**src/design/mmie_pkg.sv**
```systemverilog
// ----------------------------------------------------------------------------
// mmie_pkg
// Shared types and encodings for the mini MIPS instruction executor.
// ----------------------------------------------------------------------------
`default_nettype none

package mmie_pkg;

    localparam int PC_W   = 27;
    localparam int WORD_W = 32;
    localparam int RIDX_W = 5;
    localparam int MIDX_W = 7;
    localparam int BASE_W = 16;

    localparam logic [PC_W-1:0]   PC_RESET   = 27'd128;
    localparam logic [BASE_W-1:0] BASE_RESET = 16'd256;
    localparam logic [PC_W-1:0]   PC_STEP    = 27'd4;

    // item kinds
    localparam logic OP_EXEC    = 1'b0;
    localparam logic OP_PRELOAD = 1'b1;

    // categories, bits 31..30
    localparam logic [1:0] CAT_CTRL = 2'd0;
    localparam logic [1:0] CAT_ALU  = 2'd1;
    localparam logic [1:0] CAT_IMM  = 2'd2;

    // control and memory opcodes, bits 29..26
    localparam logic [3:0] OPC_J     = 4'd0;
    localparam logic [3:0] OPC_BEQ   = 4'd2;
    localparam logic [3:0] OPC_BGTZ  = 4'd4;
    localparam logic [3:0] OPC_BREAK = 4'd5;
    localparam logic [3:0] OPC_SW    = 4'd6;
    localparam logic [3:0] OPC_LW    = 4'd7;

    // register ALU opcodes, bits 19..16
    localparam logic [3:0] ALU_ADD = 4'd0;
    localparam logic [3:0] ALU_SUB = 4'd1;
    localparam logic [3:0] ALU_MUL = 4'd2;
    localparam logic [3:0] ALU_AND = 4'd3;
    localparam logic [3:0] ALU_OR  = 4'd4;
    localparam logic [3:0] ALU_XOR = 4'd5;
    localparam logic [3:0] ALU_NOR = 4'd6;

    // immediate ALU opcodes, bits 19..16
    localparam logic [3:0] IMM_ADDI = 4'd0;
    localparam logic [3:0] IMM_ANDI = 4'd1;
    localparam logic [3:0] IMM_ORI  = 4'd2;
    localparam logic [3:0] IMM_XORI = 4'd3;

    // outcome of one item
    typedef struct packed {
        logic [PC_W-1:0]   next_pc;
        logic              halted;
        logic              reg_write;
        logic [RIDX_W-1:0] reg_index;
        logic [WORD_W-1:0] reg_value;
        logic              mem_write;
        logic [MIDX_W-1:0] mem_index;
        logic [WORD_W-1:0] mem_value;
        logic              bad_address;
        logic              load;        // in-range LW, value comes from the store
    } exec_res_t;

    // register file write port
    typedef struct packed {
        logic              en;
        logic [RIDX_W-1:0] addr;
        logic [WORD_W-1:0] data;
    } rf_wr_t;

endpackage

`default_nettype wire

```
**src/design/mmie_regfile.sv**
```systemverilog
// ----------------------------------------------------------------------------
// mmie_regfile
// 32 x 32 register file, one write port, two registered read ports with
// write-through bypass. Per-entry valid bits give the all-zero reset.
// ----------------------------------------------------------------------------
`default_nettype none

module mmie_regfile (
    input  wire logic                          clk,
    input  wire logic                          rst_n,
    input  wire logic                          rd_en,
    input  wire logic [mmie_pkg::RIDX_W-1:0]   rd_addr_a,
    input  wire logic [mmie_pkg::RIDX_W-1:0]   rd_addr_b,
    input  wire mmie_pkg::rf_wr_t              wr,
    output logic      [mmie_pkg::WORD_W-1:0]   rd_data_a,
    output logic      [mmie_pkg::WORD_W-1:0]   rd_data_b
);

    localparam int DEPTH = 2 ** mmie_pkg::RIDX_W;

    logic [mmie_pkg::WORD_W-1:0] rf_mem_reg [DEPTH];
    logic [DEPTH-1:0]            vld_reg;
    logic [mmie_pkg::WORD_W-1:0] rd_a_reg;
    logic [mmie_pkg::WORD_W-1:0] rd_b_reg;

    always_ff @(posedge clk or negedge rst_n)
    begin
        if (!rst_n)
        begin
            vld_reg <= '0;
        end
        else if (wr.en)
        begin
            vld_reg[wr.addr] <= 1'b1;
        end
    end

    always_ff @(posedge clk)
    begin
        if (wr.en)
        begin
            rf_mem_reg[wr.addr] <= wr.data;
        end
    end

    // a write landing on the same edge wins over the stored word
    always_ff @(posedge clk)
    begin
        if (rd_en)
        begin
            if (wr.en && (wr.addr == rd_addr_a))
                rd_a_reg <= wr.data;
            else if (vld_reg[rd_addr_a])
                rd_a_reg <= rf_mem_reg[rd_addr_a];
            else
                rd_a_reg <= '0;

            if (wr.en && (wr.addr == rd_addr_b))
                rd_b_reg <= wr.data;
            else if (vld_reg[rd_addr_b])
                rd_b_reg <= rf_mem_reg[rd_addr_b];
            else
                rd_b_reg <= '0;
        end
    end

    assign rd_data_a = rd_a_reg;
    assign rd_data_b = rd_b_reg;

endmodule

`default_nettype wire

```
**config.mk**
```make
export PLATFORM = sky130hd
export DESIGN_NAME = mmie_regfile
export DESIGN_NICKNAME = d
export VERILOG_FILES = /design/src/design/mmie_pkg.sv /design/src/design/mmie_regfile.sv
export SDC_FILE = /design/constraint.sdc
export NUM_CORES = 2
export LEC_CHECK = 0
export ABC_AREA = 0
export BUFFER_PORTS_ARGS = -buffer_cell sky130_fd_sc_hd__buf_2
export CELL_PAD_IN_SITES_DETAIL_PLACEMENT = 1
export CELL_PAD_IN_SITES_GLOBAL_PLACEMENT = 2
export CORE_UTILIZATION = 46
export CTS_CLUSTER_SIZE = 10
export DETAILED_ROUTE_END_ITERATION = 10
export GPL_ROUTABILITY_DRIVEN = 0
export PLACE_DENSITY = 0.72
export SLEW_MARGIN = 20
export SYNTH_ARGS = -nofsm -noshare
export SYNTH_HDL_FRONTEND = slang
export SYNTH_SLANG_ARGS = --single-unit
```
**constraint.sdc**
```tcl
create_clock -name clk -period 5.45 [get_ports clk]
set_clock_uncertainty 0.1 [all_clocks]
set_input_delay 0.8175 -clock clk [delete_from_list [all_inputs] [get_ports clk]]
set_output_delay 0.8175 -clock clk [all_outputs]
set_load 0.02 [all_outputs]
```
==> flow_summary.json <==
{
  "outcome": "complete, no violations",
  "avgViaCountPerCell": 6.89,
  "fin_tns_setup_ns": 0,
  "relSlewSlack_pct": 21.6,
  "crit_buf_inv": 3,
  "synth_top_cell_by_area": "edfxtp_1",
  "cts.repair.resized": 0,
  "port_buffers": 114,
  "slowest_delay_ns": 0.85,
  "yosys.area_share.simple_pct": 2.41,
  "hp-class": "in2async",
  "syn-instance-count": 2500,
  "post-route-min-period_ns": 3.53,
  "worst_slew_pin_slew_ns": 1.17,
  "arrival_ns": 4.03,
  "critical_path.cell_chain": "buf_2, nor2_4, buf_4, a22o_1, o21ai_0, a21oi_4, buf_4, a32o_1",
  "setup.worst_path.end": "rd_data_a[24]$_DFFE_PP_",
  "synth_top_family_by_area": "multiplexers",
  "ys_top_cells_by_count": "edfxtp_1, mux4_2, clkbuf_1",
  "synth_xor_area_share_pct": 0.172,
  "grt_max_degree": 108,
  "maxCapViolCount": 0,
  "cp-start-kind": "input port",
  "antenna_found_initial": 10,
  "finalSetupViolCount": 0,
  "routed_wl_um": 161000,
  "synthTopCellsByArea": "edfxtp_1, mux4_2, mux2i_1, dfrtp_1, a22oi_1",
  "dp_hpwl_um": 88300,
  "postCtsSetupBuffers": 0,
  "route.detailed.drc": 0,
  "grt_pass1_vias": 30200,
  "synth_flop_cell": "edfxtp_1",
  "clkTransAtPathRegs_ns": 0.06,
  "holdWs_ns": 0.0523,
  "finalWorstSetupSlack_ns": 1.92,
  "cts_inserted_buffers": 134,
  "largest_reg_flops": 1024,
  "grt_use_met2_pct": 48.0,
  "io_pins": 115,
  "r2r_setup_slack_ns": 2.40,
  "synth-async-reset-ratio_pct": 2.86,
  "core-area_um2": 109000,
  "critical_path_class": "in2reg",
  "start_util_pct": 46.6,
  "die_w_um": 335,
  "reg2reg_from": "vld_reg[15]$_DFFE_PN0P_",
  "crit_slowest_cell": "buf_4",
  "yosys_warnings": 0,
  "syn_area_um2": 51000,
  "cp-startpoint": "rd_addr_a[2]",
  "vias": 28700,
  "synth_nets": 2551,
  "path_delay_family": "buffers and inverters",
  "cts_hold_buf": 0,
  "route.detailed.wl_per_inst_um": 38.8,
  "fin_util_pct": 52.7,
  "use_met1_pct": 39.4,
  "slew_violations": 0,
  "grt_usage_pct": 29.2,
  "worst_ep_required_time_ns": 5.95,
  "crit_fanout": 55,
  "htreeDepth": 4,
  "syn_to_final_growth_pct": 12.9,
  "finalCritPeriodShare_pct": 64.8,
  "synth_compound_gate_area_share_pct": 3.93,
  "design_area_um2": 57600,
  "crit_cells": 8,
  "synth_most_common_cell": "edfxtp_1",
  "powerDensity_nw_per_um2": 341,
  "dr.pass1.iters": 5,
  "num_rows": 121,
  "die_h_um": 335,
  "cpMostUsedCell": "buf_4",
  "crit_path_end_kind": "register",
  "cts.root.buffer_cell": "clkbuf_16",
  "regToRegEndpoint": "rd_data_b[22]$_DFFE_PP_",
  "seq_area_frac_synth_pct": 65.7,
  "place_inst": 3959,
  "cts_buffer_depth": 3,
  "yosys.area_share.adder_pct": 0,
  "synth.avg_cell_area_um2": 20.4,
  "placed_area_um2": 53700,
  "clock-sinks": 1120,
  "clk_latency_ns": 0.76,
  "ir_worst_vdd_mv": 0.262,
  "grt_util_met3_pct": 5.49,
  "synth.distinct_cells": 42,
  "rsz0062_at_grt": "false",
  "ys_ff_latch": 1120,
  "antenna_left": 0,
  "reg2reg_depth": 6,
  "drtIter0Drc": 3370,
  "fmax_mhz": 283,
  "hold_violations": 0,
  "grt_overflow": 0,
  "layout.nets": 2671,
  "netlist.area_leader.share_pct": 64.1,
  "report.power.total_mw": 19.6,
  "cts_tree": "yes",
  "grt_most_used_layer": "met2",
  "fin_cells": 4162,
  "pre_cts_slack_ns": 1.25,
  "leakage_nw": 18.1,
  "synth_edf_count": 1088,
  "grt_pass1_wl_um": 228000,
  "design.die.area_um2": 112000,
  "drive_gt1_share_pct": 36.6,
  "synth.area.mux_share_pct": 26.0
}
## layout make-up
type,count,area [um^2]
sequential,1120,33500
timing repair buffer,189,1580
antenna,5,12.5
clock inverter,24,283
multi-input combinational,1170,16800
fill,9526,51700
tap,1476,1850
inverter,5,20.0
clock buffer,173,3520
## power breakdown
| group | total, mW | switching, mW | internal (mW) |
|---|---|---|---|
| clock | 8.07 | 3.49 | 4.58 |
| sequential | 9.80 | 0.119 | 9.68 |
| combinational | 1.76 | 1.03 | 0.734 |
| total | 19.6 | 4.64 | 15.0 |
## worst min path at each step
stage                         endpoint                     from  cells past startpoint
2_1_floorplan  vld_reg[14]$_DFFE_PN0P_  vld_reg[14]$_DFFE_PN0P_                      1
3_3_place_gp    vld_reg[6]$_DFFE_PN0P_   vld_reg[6]$_DFFE_PN0P_                      1
3_5_place_dp    vld_reg[3]$_DFFE_PN0P_   vld_reg[3]$_DFFE_PN0P_                      1
4_1_cts        vld_reg[19]$_DFFE_PN0P_                    rst_n                      1
5_1_grt        vld_reg[28]$_DFFE_PN0P_                    rst_n                      1
6_report       vld_reg[19]$_DFFE_PN0P_                    rst_n                      1
## layer usage
metal / wire [um] / share of wire, % / vias up
li1: - / - / 11100
met1: 63300 / 39 / 15800
met2: 80600 / 50 / 1434
met3: 12500 / 7.8 / 286
met4: 4980 / 3.1 / 4
met5: 16 / 0.0099 / -
## layout by cell type (no fill, tap or decap), types with 37 or more instances in the layout
master	netlist	final
nand2_1	60	60
mux2i_1	93	93
buf_2	62	106
a22oi_1	101	101
a21oi_1	41	40
buf_4	9	47
nand3_1	58	58
or2_2	44	44
clkbuf_1	111	37
mux4_2	546	546
edfxtp_1	1088	1088
clkbuf_16	0	134
## cells by family after synthesis
logic type	after synthesis
DFF	1120
muxes	640
AOI/OAI and AO/OA	273
and+or+nand+nor	247
buffers and inverters	210
xor gates and xnor gates	10
## worst register-to-register path, cell delays in order (launching register included)
cell and delay, ns:
dfrtp_1 0.40, mux4_2 0.47, o32a_1 0.33, o2111ai_1 0.16, a21o_2 0.47, buf_4 0.58
o21ai_0 0.25
Note: power is estimated with default switching activity, not from simulation.
