===== src/design/mmie_pkg.sv =====
// ----------------------------------------------------------------------------
// mmie_pkg
// Shared types and encodings for the mini MIPS instruction executor.
// ----------------------------------------------------------------------------
`default_nettype none

package mmie_pkg;

    localparam int PC_W   = 27;
    localparam int WORD_W = 32;
    localparam int RIDX_W = 5;
    localparam int MIDX_W = 7;
    localparam int BASE_W = 16;

    localparam logic [PC_W-1:0]   PC_RESET   = 27'd128;
    localparam logic [BASE_W-1:0] BASE_RESET = 16'd256;
    localparam logic [PC_W-1:0]   PC_STEP    = 27'd4;

    // item kinds
    localparam logic OP_EXEC    = 1'b0;
    localparam logic OP_PRELOAD = 1'b1;

    // categories, bits 31..30
    localparam logic [1:0] CAT_CTRL = 2'd0;
    localparam logic [1:0] CAT_ALU  = 2'd1;
    localparam logic [1:0] CAT_IMM  = 2'd2;

    // control and memory opcodes, bits 29..26
    localparam logic [3:0] OPC_J     = 4'd0;
    localparam logic [3:0] OPC_BEQ   = 4'd2;
    localparam logic [3:0] OPC_BGTZ  = 4'd4;
    localparam logic [3:0] OPC_BREAK = 4'd5;
    localparam logic [3:0] OPC_SW    = 4'd6;
    localparam logic [3:0] OPC_LW    = 4'd7;

    // register ALU opcodes, bits 19..16
    localparam logic [3:0] ALU_ADD = 4'd0;
    localparam logic [3:0] ALU_SUB = 4'd1;
    localparam logic [3:0] ALU_MUL = 4'd2;
    localparam logic [3:0] ALU_AND = 4'd3;
    localparam logic [3:0] ALU_OR  = 4'd4;
    localparam logic [3:0] ALU_XOR = 4'd5;
    localparam logic [3:0] ALU_NOR = 4'd6;

    // immediate ALU opcodes, bits 19..16
    localparam logic [3:0] IMM_ADDI = 4'd0;
    localparam logic [3:0] IMM_ANDI = 4'd1;
    localparam logic [3:0] IMM_ORI  = 4'd2;
    localparam logic [3:0] IMM_XORI = 4'd3;

    // outcome of one item
    typedef struct packed {
        logic [PC_W-1:0]   next_pc;
        logic              halted;
        logic              reg_write;
        logic [RIDX_W-1:0] reg_index;
        logic [WORD_W-1:0] reg_value;
        logic              mem_write;
        logic [MIDX_W-1:0] mem_index;
        logic [WORD_W-1:0] mem_value;
        logic              bad_address;
        logic              load;        // in-range LW, value comes from the store
    } exec_res_t;

    // register file write port
    typedef struct packed {
        logic              en;
        logic [RIDX_W-1:0] addr;
        logic [WORD_W-1:0] data;
    } rf_wr_t;

endpackage

`default_nettype wire


===== src/design/mmie_exec.sv =====
// ----------------------------------------------------------------------------
// mmie_exec
// Execute logic: decodes one item, forms the next PC, ALU result, branch
// decision and store address check.
// ----------------------------------------------------------------------------
`default_nettype none

module mmie_exec #(
    parameter int DATA_WORDS = 128
) (
    input  wire logic                              op,
    input  wire logic [mmie_pkg::WORD_W-1:0]       instr_word,
    input  wire logic [mmie_pkg::MIDX_W-1:0]       load_index,
    input  wire logic [mmie_pkg::WORD_W-1:0]       load_value,
    input  wire logic [mmie_pkg::WORD_W-1:0]       rs_val,
    input  wire logic [mmie_pkg::WORD_W-1:0]       rt_val,
    input  wire logic [mmie_pkg::PC_W-1:0]         pc,
    input  wire logic                              stopped,
    input  wire logic [mmie_pkg::BASE_W-1:0]       data_base,
    output mmie_pkg::exec_res_t                    res,
    output logic                                   st_we,
    output logic      [$clog2(DATA_WORDS)-1:0]     st_addr
);

    localparam int IDX_W = $clog2(DATA_WORDS);

    logic [1:0]                  cat;
    logic [3:0]                  opc_ctrl;
    logic [3:0]                  opc_alu;
    logic [mmie_pkg::WORD_W-1:0] imm_s;
    logic [mmie_pkg::WORD_W-1:0] imm_z;
    logic [mmie_pkg::WORD_W-1:0] ea;
    logic [mmie_pkg::WORD_W-1:0] ea_off;
    logic [29:0]                 widx;
    logic                        widx_ok;
    logic [mmie_pkg::WORD_W-1:0] li_ext;
    logic                        li_ok;
    logic [mmie_pkg::PC_W-1:0]   pc_p4;
    logic [mmie_pkg::PC_W-1:0]   br_tgt;
    logic [mmie_pkg::WORD_W-1:0] prod;

    assign cat      = instr_word[31:30];
    assign opc_ctrl = instr_word[29:26];
    assign opc_alu  = instr_word[19:16];
    assign imm_s    = {{16{instr_word[15]}}, instr_word[15:0]};
    assign imm_z    = {16'd0, instr_word[15:0]};
    assign ea       = rs_val + imm_s;
    assign ea_off   = ea - {16'd0, data_base};
    assign widx     = ea_off[31:2];
    assign widx_ok  = widx < 30'(DATA_WORDS);
    assign li_ext   = {25'd0, load_index};
    assign li_ok    = li_ext < 32'(DATA_WORDS);
    assign pc_p4    = pc + mmie_pkg::PC_STEP;
    assign br_tgt   = pc_p4 + {imm_s[24:0], 2'b00};
    assign prod     = rs_val * rt_val;

    always_comb
    begin
        res         = '0;
        res.next_pc = pc;
        res.halted  = stopped;
        st_we       = 1'b0;
        st_addr     = widx[IDX_W-1:0];

        if (op == mmie_pkg::OP_PRELOAD)
        begin
            st_addr = li_ext[IDX_W-1:0];
            if (li_ok)
            begin
                st_we         = 1'b1;
                res.mem_write = 1'b1;
                res.mem_index = load_index;
                res.mem_value = load_value;
            end
            else
            begin
                res.bad_address = 1'b1;
            end
        end
        else if (!stopped)
        begin
            res.next_pc = pc_p4;
            case (cat)
                mmie_pkg::CAT_CTRL:
                begin
                    case (opc_ctrl)
                        mmie_pkg::OPC_J:
                            res.next_pc = {instr_word[24:0], 2'b00};
                        mmie_pkg::OPC_BEQ:
                            if (rs_val == rt_val)
                                res.next_pc = br_tgt;
                        mmie_pkg::OPC_BGTZ:
                            if ((rs_val != '0) && !rs_val[31])
                                res.next_pc = br_tgt;
                        mmie_pkg::OPC_BREAK:
                            res.halted = 1'b1;
                        mmie_pkg::OPC_SW:
                            if (widx_ok)
                            begin
                                st_we         = 1'b1;
                                res.mem_write = 1'b1;
                                res.mem_index = widx[mmie_pkg::MIDX_W-1:0];
                                res.mem_value = rt_val;
                            end
                            else
                            begin
                                res.bad_address = 1'b1;
                            end
                        mmie_pkg::OPC_LW:
                            if (widx_ok)
                            begin
                                res.reg_write = 1'b1;
                                res.reg_index = instr_word[20:16];
                                res.load      = 1'b1;
                            end
                            else
                            begin
                                res.bad_address = 1'b1;
                            end
                        default:
                            ;
                    endcase
                end
                mmie_pkg::CAT_ALU:
                begin
                    res.reg_write = 1'b1;
                    res.reg_index = instr_word[15:11];
                    case (opc_alu)
                        mmie_pkg::ALU_ADD: res.reg_value = rs_val + rt_val;
                        mmie_pkg::ALU_SUB: res.reg_value = rs_val - rt_val;
                        mmie_pkg::ALU_MUL: res.reg_value = prod;
                        mmie_pkg::ALU_AND: res.reg_value = rs_val & rt_val;
                        mmie_pkg::ALU_OR:  res.reg_value = rs_val | rt_val;
                        mmie_pkg::ALU_XOR: res.reg_value = rs_val ^ rt_val;
                        mmie_pkg::ALU_NOR: res.reg_value = ~(rs_val | rt_val);
                        default:
                        begin
                            res.reg_write = 1'b0;
                            res.reg_index = '0;
                        end
                    endcase
                end
                mmie_pkg::CAT_IMM:
                begin
                    res.reg_write = 1'b1;
                    res.reg_index = instr_word[24:20];
                    case (opc_alu)
                        mmie_pkg::IMM_ADDI: res.reg_value = rs_val + imm_s;
                        mmie_pkg::IMM_ANDI: res.reg_value = rs_val & imm_z;
                        mmie_pkg::IMM_ORI:  res.reg_value = rs_val | imm_z;
                        mmie_pkg::IMM_XORI: res.reg_value = rs_val ^ imm_z;
                        default:
                        begin
                            res.reg_write = 1'b0;
                            res.reg_index = '0;
                        end
                    endcase
                end
                default:
                    ;
            endcase
        end
    end

endmodule

`default_nettype wire


===== config.mk =====
export PLATFORM = sky130hd
export DESIGN_NAME = mmie_exec
export DESIGN_NICKNAME = d
export VERILOG_FILES = /design/src/design/mmie_pkg.sv /design/src/design/mmie_exec.sv
export SDC_FILE = /design/constraint.sdc
export NUM_CORES = 2
export LEC_CHECK = 0
export BUFFER_PORTS_ARGS = -buffer_cell sky130_fd_sc_hd__buf_2
export CORE_UTILIZATION = 60
export DETAILED_ROUTE_END_ITERATION = 8
export PLACE_DENSITY_LB_ADDON = 0.3
export SLEW_MARGIN = 25
export SYNTH_ARGS = -nofsm -noshare
export SYNTH_HDL_FRONTEND = slang
export SYNTH_SLANG_ARGS = --single-unit

===== constraint.sdc =====
create_clock -name vclk -period 14.75
set_input_delay 1.475 -clock vclk [all_inputs]
set_output_delay 1.475 -clock vclk [all_outputs]
set_load 0.005 [all_outputs]

==> results.json <==
{
  "core_mm2": 0.04422,
  "place_hpwl_mm": 79.17,
  "critPathLaunchType": "input pin",
  "wl_met2_mm": 42.66,
  "wl_met1_mm": 38.84,
  "viasPerCell": 6.377,
  "critPathKind": "in2out",
  "synth_top_area_share_pct": 30.65,
  "grt_pass1_wl_mm": 154.5,
  "wl_met3_mm": 14.49,
  "setup_viol": 0,
  "area_delta_synth_final_pct": 6.634,
  "hp-start": "load_value[4]",
  "layout.nets": 4630,
  "yosysWarnings": 0,
  "final.setup.tns_ns": 0,
  "grt-ovfl-total": 0,
  "die_width_um": 213.8,
  "hold_viol": 0,
  "ctsResizeCount": 0,
  "grt_usage_pct": 45.21,
  "avgSynthCellArea_um2": 7.484,
  "synthTopCellsByArea": "fa_1 (31%), ha_1 (14%), inv_1 (7.5%)",
  "via_count": 27575,
  "synth_cell_types": 90,
  "gp_congestion": 1.015,
  "num_rows": 77,
  "seq_area_frac_synth_pct": 0,
  "grt_pass1_vias": 26346,
  "hold_depth": 4,
  "post-route-period-util_pct": 79.78,
  "syn_inst": 3596,
  "critPathTopFamily": "adder cells",
  "drv_cap": 0,
  "synth_most_common_cell": "inv_1",
  "fp.dieH_um": 213.8,
  "required_ns": 13.28,
  "rsz0062_at_grt": "false",
  "n_sequential_cell": 0,
  "worst-path-buf-inv": 5,
  "num-fill-cells": 3954,
  "drtAntennaViolNets": 0,
  "drive_gt1_share_pct": 10.12,
  "dr.max_layer_used": "met5",
  "hold_path_class": "in2out",
  "fin_util_pct": 64.90,
  "yosys.area.top_type": "fa_1",
  "portBuffers": 295,
  "grt_max_degree": 84,
  "syn_nets": 4497,
  "synth_common_cells": "inv_1 (536), fa_1 (412), nand2_1 (412)",
  "clock_buffers": 0,
  "floorplan.initialDensity_pct": 60.86,
  "antenna_found_initial": 7,
  "ctsHoldBuffers": 0,
  "finalCriticalPeriod_ns": 11.77,
  "seqCellArea_um2": 0,
  "max_stage_delay_ns": 0.60,
  "dr.pass1.iters": 9,
  "path_max_fanout": 17,
  "num_io_pins": 296,
  "drc": 8,
  "placed_cells": 4319,
  "postCtsSetupBuffers": 0,
  "worst_pin_slew_ns": 1.094,
  "die_area_mm2": 0.04570,
  "hold_end": "res[6]",
  "drt_wl_total_mm": 102.2,
  "arrival_ns": 10.29,
  "path_common_cell": "fa_1",
  "synthesis.area_mm2": 0.02691,
  "cp_slowest_cell": "buf_2",
  "slew_viol_final": 0,
  "cp-end-kind": "output pin",
  "clock.fmax_ghz": 0.08498,
  "wl_per_cell_um": 23.64,
  "drt_iter0_drc": 3197,
  "failed_checks": "design-rule violations",
  "slew_headroom_pct": 26.94,
  "status": "finished, violations left",
  "fin_cells": 4324
}
[final cells by class]
cell class / instances / area, µm² / share of cell area (%)
Inverter: 552 / 2072 / 7.220
Timing Repair Buffer: 333 / 1764 / 6.148
Antenna cell: 5 / 12.51 / 0.04360
Tap cell: 592 / 740.7 / 2.581
Multi-Input combinational cell: 2842 / 24110 / 84.01
[worst min-delay path: cells and delay by family]
family	cells	cell delay [ns]
buf+inv	2	0.17
simple gates	2	0.08
[logic make-up (layout without fill, tap and decap cells)]
| logic type | count (synthesis) | after routing | synth area share, % |
|---|---|---|---|
| simple gates | 1200 | 1200 | 20.00 |
| buf+inv | 754 | 885 | 10.57 |
| fa+ha+maj | 721 | 721 | 45.01 |
| compound gates | 701 | 701 | 17.18 |
| xor+xnor | 204 | 204 | 6.639 |
| mux | 16 | 16 | 0.5997 |
| other cells | 0 | 5 | 0 |
[routing by layer]
| layer | GRT usage, % | vias to the layer above |
|---|---|---|
| met5 | 0 | - |
| met4 | 23.28 | 6 |
| met3 | 13.18 | 399 |
| met2 | 67.14 | 1868 |
| met1 | 59.70 | 13171 |
| li1 | - | 12131 |
[metrics by stage]
stage	hold slack, ns	worst slack, ns	area [µm²]
2_1_floorplan	3.033	4.662	26910
3_3_place_gp	3.200	3.290	28670
3_5_place_dp	3.203	3.283	28680
4_1_cts	3.204	3.265	28680
5_1_grt	3.212	2.745	28700
6_report	3.202	2.983	28700
[cell usage in the layout (no fill, tap or decap), types with 85 or more instances in the layout]
master   count
inv_1      536
nand2_1    412
fa_1       412
nor2_1     401
ha_1       309
buf_2      294
a21oi_1    198
xnor2_1    153
o21ai_0    142
nor3_1      85
[how the worst max path moves through the flow]
stage,from,end,slack (ns),depth (start not counted)
after detailed placement,rs_val[9],res[73],3.28,26
after global placement,rs_val[11],res[73],3.29,26
after global routing,rs_val[11],res[73],2.74,26
final,rs_val[9],res[73],2.98,26
after floorplan,rt_val[4],res[73],4.66,27
after CTS,rs_val[9],res[73],3.26,26
