<file path="src/design/mmie_pkg.sv">
// ----------------------------------------------------------------------------
// mmie_pkg
// Shared types and encodings for the mini MIPS instruction executor.
// ----------------------------------------------------------------------------
`default_nettype none

package mmie_pkg;

    localparam int PC_W   = 27;
    localparam int WORD_W = 32;
    localparam int RIDX_W = 5;
    localparam int MIDX_W = 7;
    localparam int BASE_W = 16;

    localparam logic [PC_W-1:0]   PC_RESET   = 27'd128;
    localparam logic [BASE_W-1:0] BASE_RESET = 16'd256;
    localparam logic [PC_W-1:0]   PC_STEP    = 27'd4;

    // item kinds
    localparam logic OP_EXEC    = 1'b0;
    localparam logic OP_PRELOAD = 1'b1;

    // categories, bits 31..30
    localparam logic [1:0] CAT_CTRL = 2'd0;
    localparam logic [1:0] CAT_ALU  = 2'd1;
    localparam logic [1:0] CAT_IMM  = 2'd2;

    // control and memory opcodes, bits 29..26
    localparam logic [3:0] OPC_J     = 4'd0;
    localparam logic [3:0] OPC_BEQ   = 4'd2;
    localparam logic [3:0] OPC_BGTZ  = 4'd4;
    localparam logic [3:0] OPC_BREAK = 4'd5;
    localparam logic [3:0] OPC_SW    = 4'd6;
    localparam logic [3:0] OPC_LW    = 4'd7;

    // register ALU opcodes, bits 19..16
    localparam logic [3:0] ALU_ADD = 4'd0;
    localparam logic [3:0] ALU_SUB = 4'd1;
    localparam logic [3:0] ALU_MUL = 4'd2;
    localparam logic [3:0] ALU_AND = 4'd3;
    localparam logic [3:0] ALU_OR  = 4'd4;
    localparam logic [3:0] ALU_XOR = 4'd5;
    localparam logic [3:0] ALU_NOR = 4'd6;

    // immediate ALU opcodes, bits 19..16
    localparam logic [3:0] IMM_ADDI = 4'd0;
    localparam logic [3:0] IMM_ANDI = 4'd1;
    localparam logic [3:0] IMM_ORI  = 4'd2;
    localparam logic [3:0] IMM_XORI = 4'd3;

    // outcome of one item
    typedef struct packed {
        logic [PC_W-1:0]   next_pc;
        logic              halted;
        logic              reg_write;
        logic [RIDX_W-1:0] reg_index;
        logic [WORD_W-1:0] reg_value;
        logic              mem_write;
        logic [MIDX_W-1:0] mem_index;
        logic [WORD_W-1:0] mem_value;
        logic              bad_address;
        logic              load;        // in-range LW, value comes from the store
    } exec_res_t;

    // register file write port
    typedef struct packed {
        logic              en;
        logic [RIDX_W-1:0] addr;
        logic [WORD_W-1:0] data;
    } rf_wr_t;

endpackage

`default_nettype wire

</file>
<file path="src/design/mmie_dstore.sv">
// ----------------------------------------------------------------------------
// mmie_dstore
// Data word store: one write port, one registered read port, and a
// clearing sweep after reset that zeroes one word per cycle.
// ----------------------------------------------------------------------------
`default_nettype none

module mmie_dstore #(
    parameter int DATA_WORDS = 128
) (
    input  wire logic                               clk,
    input  wire logic                               rst_n,
    input  wire logic                               wr_en,
    input  wire logic [$clog2(DATA_WORDS)-1:0]      wr_addr,
    input  wire logic [mmie_pkg::WORD_W-1:0]        wr_data,
    input  wire logic                               rd_en,
    input  wire logic [$clog2(DATA_WORDS)-1:0]      rd_addr,
    output logic      [mmie_pkg::WORD_W-1:0]        rd_data,
    output logic                                    busy
);

    localparam int IDX_W = $clog2(DATA_WORDS);

    logic [mmie_pkg::WORD_W-1:0] store_mem_reg [DATA_WORDS];
    logic [mmie_pkg::WORD_W-1:0] rd_data_reg;
    logic [IDX_W-1:0]            clr_cnt_reg;
    logic                        clr_busy_reg;

    always_ff @(posedge clk or negedge rst_n)
    begin
        if (!rst_n)
        begin
            clr_cnt_reg  <= '0;
            clr_busy_reg <= 1'b1;
        end
        else if (clr_busy_reg)
        begin
            clr_cnt_reg <= clr_cnt_reg + 1'b1;
            if (clr_cnt_reg == IDX_W'(DATA_WORDS - 1))
                clr_busy_reg <= 1'b0;
        end
    end

    always_ff @(posedge clk)
    begin
        if (clr_busy_reg)
            store_mem_reg[clr_cnt_reg] <= '0;
        else if (wr_en)
            store_mem_reg[wr_addr] <= wr_data;
    end

    always_ff @(posedge clk)
    begin
        if (rd_en)
            rd_data_reg <= store_mem_reg[rd_addr];
    end

    assign rd_data = rd_data_reg;
    assign busy    = clr_busy_reg;

endmodule

`default_nettype wire

</file>
<file path="config.mk">
export PLATFORM = sky130hd
export DESIGN_NAME = mmie_dstore
export DESIGN_NICKNAME = d
export VERILOG_FILES = /design/src/design/mmie_pkg.sv /design/src/design/mmie_dstore.sv
export SDC_FILE = /design/constraint.sdc
export NUM_CORES = 2
export LEC_CHECK = 0
export BUFFER_PORTS_ARGS = -buffer_cell sky130_fd_sc_hd__buf_2
export CAP_MARGIN = 20
export CORE_MARGIN = 2
export CORE_UTILIZATION = 30
export CTS_BUF_LIST = sky130_fd_sc_hd__clkbuf_4 sky130_fd_sc_hd__clkbuf_8
export CTS_CLUSTER_DIAMETER = 60
export CTS_CLUSTER_SIZE = 12
export DETAILED_ROUTE_END_ITERATION = 16
export GPL_ROUTABILITY_DRIVEN = 0
export PLACE_DENSITY = 0.42
export SYNTH_ARGS = -nofsm -noshare
export SYNTH_HDL_FRONTEND = slang
export SYNTH_SLANG_ARGS = --single-unit
export TNS_END_PERCENT = 100
</file>
<file path="constraint.sdc">
create_clock -name clk -period 11.2 [get_ports clk]
set_input_delay 1.12 -clock clk [delete_from_list [all_inputs] [get_ports clk]]
set_output_delay 1.12 -clock clk [all_outputs]
set_load 0.01 [all_outputs]
</file>
==> run summary <==
Clock tree
* post-CTS sizing: 0
* # hold bufs at CTS: 1
* clock tree root driver cell: sky130_fd_sc_hd__clkbuf_8
* maximum count of clock buffers along a single path: 4
* Worst-path clk slew: 0.08 ns
* buffers inserted by post-CTS timing repair: 0
* Clock Sink Count: 4136
* clock tree from TritonCTS: built
* clock latency at the later pin of the worst-skew pair: 1.18 ns
* H-tree lvl count: 5
* number of CTS-inserted buffers: 409

Synth
* synthesized flop and latch total: 4136
* average cell area after synthesis: 25.89 um2
* syn_nets: 6128
* count of synthesis-stage warnings from yosys: 0
* Synth cell types: 28
* sequential element share of the synthesized area: 78.93%
* gate count after technology mapping: 6077
* Post-Synthesis Cell Area: 0.1573 mm2

Routing
* mean number of vias per cell: 5.190
* post-detailed-route DRC marker count: 0
* routed wire length per instance: 36.61 um
* sum of routed wire length over all layers: 499.5 mm
* initial detailed-routing violation count: 8348
* detailed-route via count: 70820
* post-route antenna net violation count: 0
* number of iterations in the first detailed-routing pass: 5

Pwr
* Max VDD drop: 0.09135 mV
* Clk network pwr share: 33.0%
* total leakage power: 54.77 nW
* switching power: 0.006482 W
* cell internal power dissipation: 0.02158 W
* switching power share of the total: 23.10%
* Reg power frac: 60.9%
* Power Dens Cells: 159.8 mW/mm2
* Logic pwr share: 6.2%

Timing
* Fmax achieved: 221.9 MHz
* Setup Viol. Count Final: 0
* Final Cycle Share: 40.23%
* fin crit period: 4.506 ns
* setup repair after global routing missed its margin: no
* final hold vios: 0
* max-slew violation count: 0
* Slew @ Worst Pin: 1.258 ns
* remaining max-slew budget at the tightest pin: 16.11%
* setup TNS: 0 ns
* setup clock skew after layout: 0.05066 ns

Floorplan
* Core Rows: 265
* total I/O pin count: 83
* Initial Util: 30.16%
* DIE HEIGHT: 728.1 um
* placeable core area: 0.5216 mm2
* die area: 0.5302 mm2
* die extent in x: 728.1 um

Setup path
* type of the setup path with the least slack: input port to register
* worst reg-to-reg setup slack: 6.75 ns
* cell with the largest stage delay on the worst path: sky130_fd_sc_hd__mux4_2
* arrival time worst endpoint: 5.44 ns
* category of the worst setup path capture point: register
* Critical Path Fanout Max: 118
* most frequent CP cell: sky130_fd_sc_hd__mux4_2
* crit path launch type: input port
* required time worst endpoint: 12.13 ns
* launching instance or port of the critical path: rd_addr[2]
* reg-to-reg startpoint: busy
* critical-path cell list: buf_8, buf_12, buf_12, mux4_2, mux4_2, mux4_2, mux2_2
* Slowest Stage Delay on Critical Path: 0.72 ns

Flow run
* max-capacitance violation count: 0

Cells and area
* share of layout cells above drive strength 1: 36.24%
* Layout Cell Area excl Fill: 0.1756 mm2
* total of fill cells in the finished design: 48190
* Final Net Count: 6541
* Largest register FFs: 4096
* Area growth syn-to-layout: 11.64%

Global route
* via count of the first global-routing pass: 73830
* grt ovf: 0
* largest net degree at the start of global routing: 127
* wire length of the first global-routing pass: 668.8 mm
* aggregate global-route resource usage: 18.55%
* number of antenna violations at the first check in global routing: 66

Place
* area of placed instances: 0.1683 mm2
* HPWL after detailed placement: 270.1 mm
* number of buffers added on ports: 82

Hold path
* worst hold path class: input port to asynchronous set/reset pin

Run status
* run status: finished clean

==> routing by layer <==
layer	part of all wire, %	track usage (%)	vias to the layer above
li1	-	-	27320
met4	2.1	4.269	8
met2	49	30.81	2187
met5	0.0096	0	-
met3	4.9	2.073	499
met1	44	26.30	40800
==> final timing paths <==
check,end,cells after the start
setup / recovery,rd_data[4],7
hold / removal,clr_cnt_reg[3],2
setup reg to reg,store_mem_reg[6][13],6
hold reg to reg,busy,1
max in group asynchronous,busy,2
min in group clk,store_mem_reg[84][9],2
==> cells by family after synthesis <==
kind of cell             synth area share (%)
flip-flops                              78.93
AO/OA/AOI/OAI                         0.03818
multiplexers                            19.51
AND/OR/NAND/NOR                        0.6467
XOR/XNOR                              0.03341
adder cells (fa/ha/maj)              0.007953
buffers and inverters                  0.8344
==> cell usage after synthesis (all sizes together) <==
master | instances | share of area, %
ha | 1 | 0.0080
nor2 | 130 | 0.31
nand4 | 2 | 0.0080
nand2 | 29 | 0.069
nand2b | 6 | 0.024
dfrtp | 7 | 0.11
or2 | 1 | 0.0040
clkbuf | 182 | 0.43
mux2i | 4 | 0.025
nand3 | 12 | 0.038
dfstp | 1 | 0.017
xnor2 | 4 | 0.022
edfxtp | 4128 | 79
o31ai | 3 | 0.014
o21ai | 6 | 0.019
xor2 | 2 | 0.011
mux2 | 34 | 0.24
or4bb | 3 | 0.021
a21boi | 1 | 0.0048
or4b | 3 | 0.019
mux4 | 1344 | 19
and2 | 32 | 0.13
nor2b | 1 | 0.0040
buf | 138 | 0.40
nand4bb | 3 | 0.021
==> critical path: cells and delay by family <==
family | cells | cell delay [ns]
buffers and inverters | 3 | 1.56
muxes | 4 | 2.18
==> power groups by stage <==
stage	registers (W)	logic, W	clock network [W]
floorplan	0.0174	0.000903	0
global placement	0.0174	0.00175	0
detailed placement	0.0174	0.00177	0
CTS	0.0171	0.00178	0.00952
global route	0.0171	0.00180	0.0101
finish	0.0171	0.00173	0.00925
==> metrics by stage <==
step	util (%)	hold slack (ns)	worst slack, ns	std cells	power (W)
3_3_place_gp	32.25	0.5357	5.319	13010	0.01919
6_report	33.67	0.4137	6.694	13650	0.02806
5_1_grt	33.65	0.3218	6.551	13600	0.02894
4_1_cts	33.62	0.2559	6.632	13570	0.02838
2_1_floorplan	-	0.4960	6.897	6077	0.01834
3_5_place_dp	32.26	0.5553	5.293	13020	0.01922
==> final cells by class <==
cell class / instances / area, um2 / area share [%]
flip-flops and latches: 4136 / 124200 / 70.70
clock buffers: 453 / 6016 / 3.426
diodes: 75 / 187.7 / 0.1069
multi-input cells: 1621 / 32940 / 18.76
well taps: 6942 / 8686 / 4.946
clock inverters: 96 / 1033 / 0.5885
repair buffers: 322 / 2584 / 1.471
==> cells in the final DEF (no fill, tap or decap), types with 3 or more instances in the layout <==
| cell | synthesis | layout |
|---|---|---|
| sky130_fd_sc_hd__nor2_4 | 0 | 128 |
| sky130_fd_sc_hd__nand2b_1 | 6 | 6 |
| sky130_fd_sc_hd__o21ai_0 | 6 | 3 |
| sky130_fd_sc_hd__clkbuf_8 | 0 | 418 |
| sky130_fd_sc_hd__inv_6 | 0 | 7 |
| sky130_fd_sc_hd__buf_12 | 0 | 19 |
| sky130_fd_sc_hd__buf_16 | 0 | 4 |
| sky130_fd_sc_hd__bufinv_16 | 0 | 18 |
| sky130_fd_sc_hd__dfrtp_1 | 7 | 7 |
| sky130_fd_sc_hd__nand4bb_1 | 3 | 3 |
| sky130_fd_sc_hd__clkinv_1 | 0 | 25 |
| sky130_fd_sc_hd__nand2_1 | 29 | 29 |
| sky130_fd_sc_hd__and2_4 | 0 | 32 |
| sky130_fd_sc_hd__nand3_2 | 0 | 8 |
| sky130_fd_sc_hd__xnor2_1 | 4 | 4 |
| sky130_fd_sc_hd__clkinv_4 | 0 | 6 |
| sky130_fd_sc_hd__buf_6 | 2 | 3 |
| sky130_fd_sc_hd__nand3_1 | 12 | 4 |
| sky130_fd_sc_hd__or4bb_1 | 3 | 3 |
| sky130_fd_sc_hd__edfxtp_1 | 4128 | 4128 |
| sky130_fd_sc_hd__mux4_2 | 1344 | 1344 |
| sky130_fd_sc_hd__buf_8 | 0 | 3 |
| sky130_fd_sc_hd__diode_2 | 0 | 75 |
| sky130_fd_sc_hd__inv_8 | 0 | 3 |
| sky130_fd_sc_hd__or4b_2 | 3 | 3 |
| sky130_fd_sc_hd__buf_4 | 1 | 217 |
| sky130_fd_sc_hd__buf_2 | 74 | 75 |
| sky130_fd_sc_hd__clkinv_2 | 0 | 21 |
| sky130_fd_sc_hd__clkbuf_4 | 0 | 35 |
| sky130_fd_sc_hd__mux2_2 | 34 | 34 |
| sky130_fd_sc_hd__clkinvlp_4 | 0 | 13 |
Note: power is estimated with default switching activity, not from simulation.
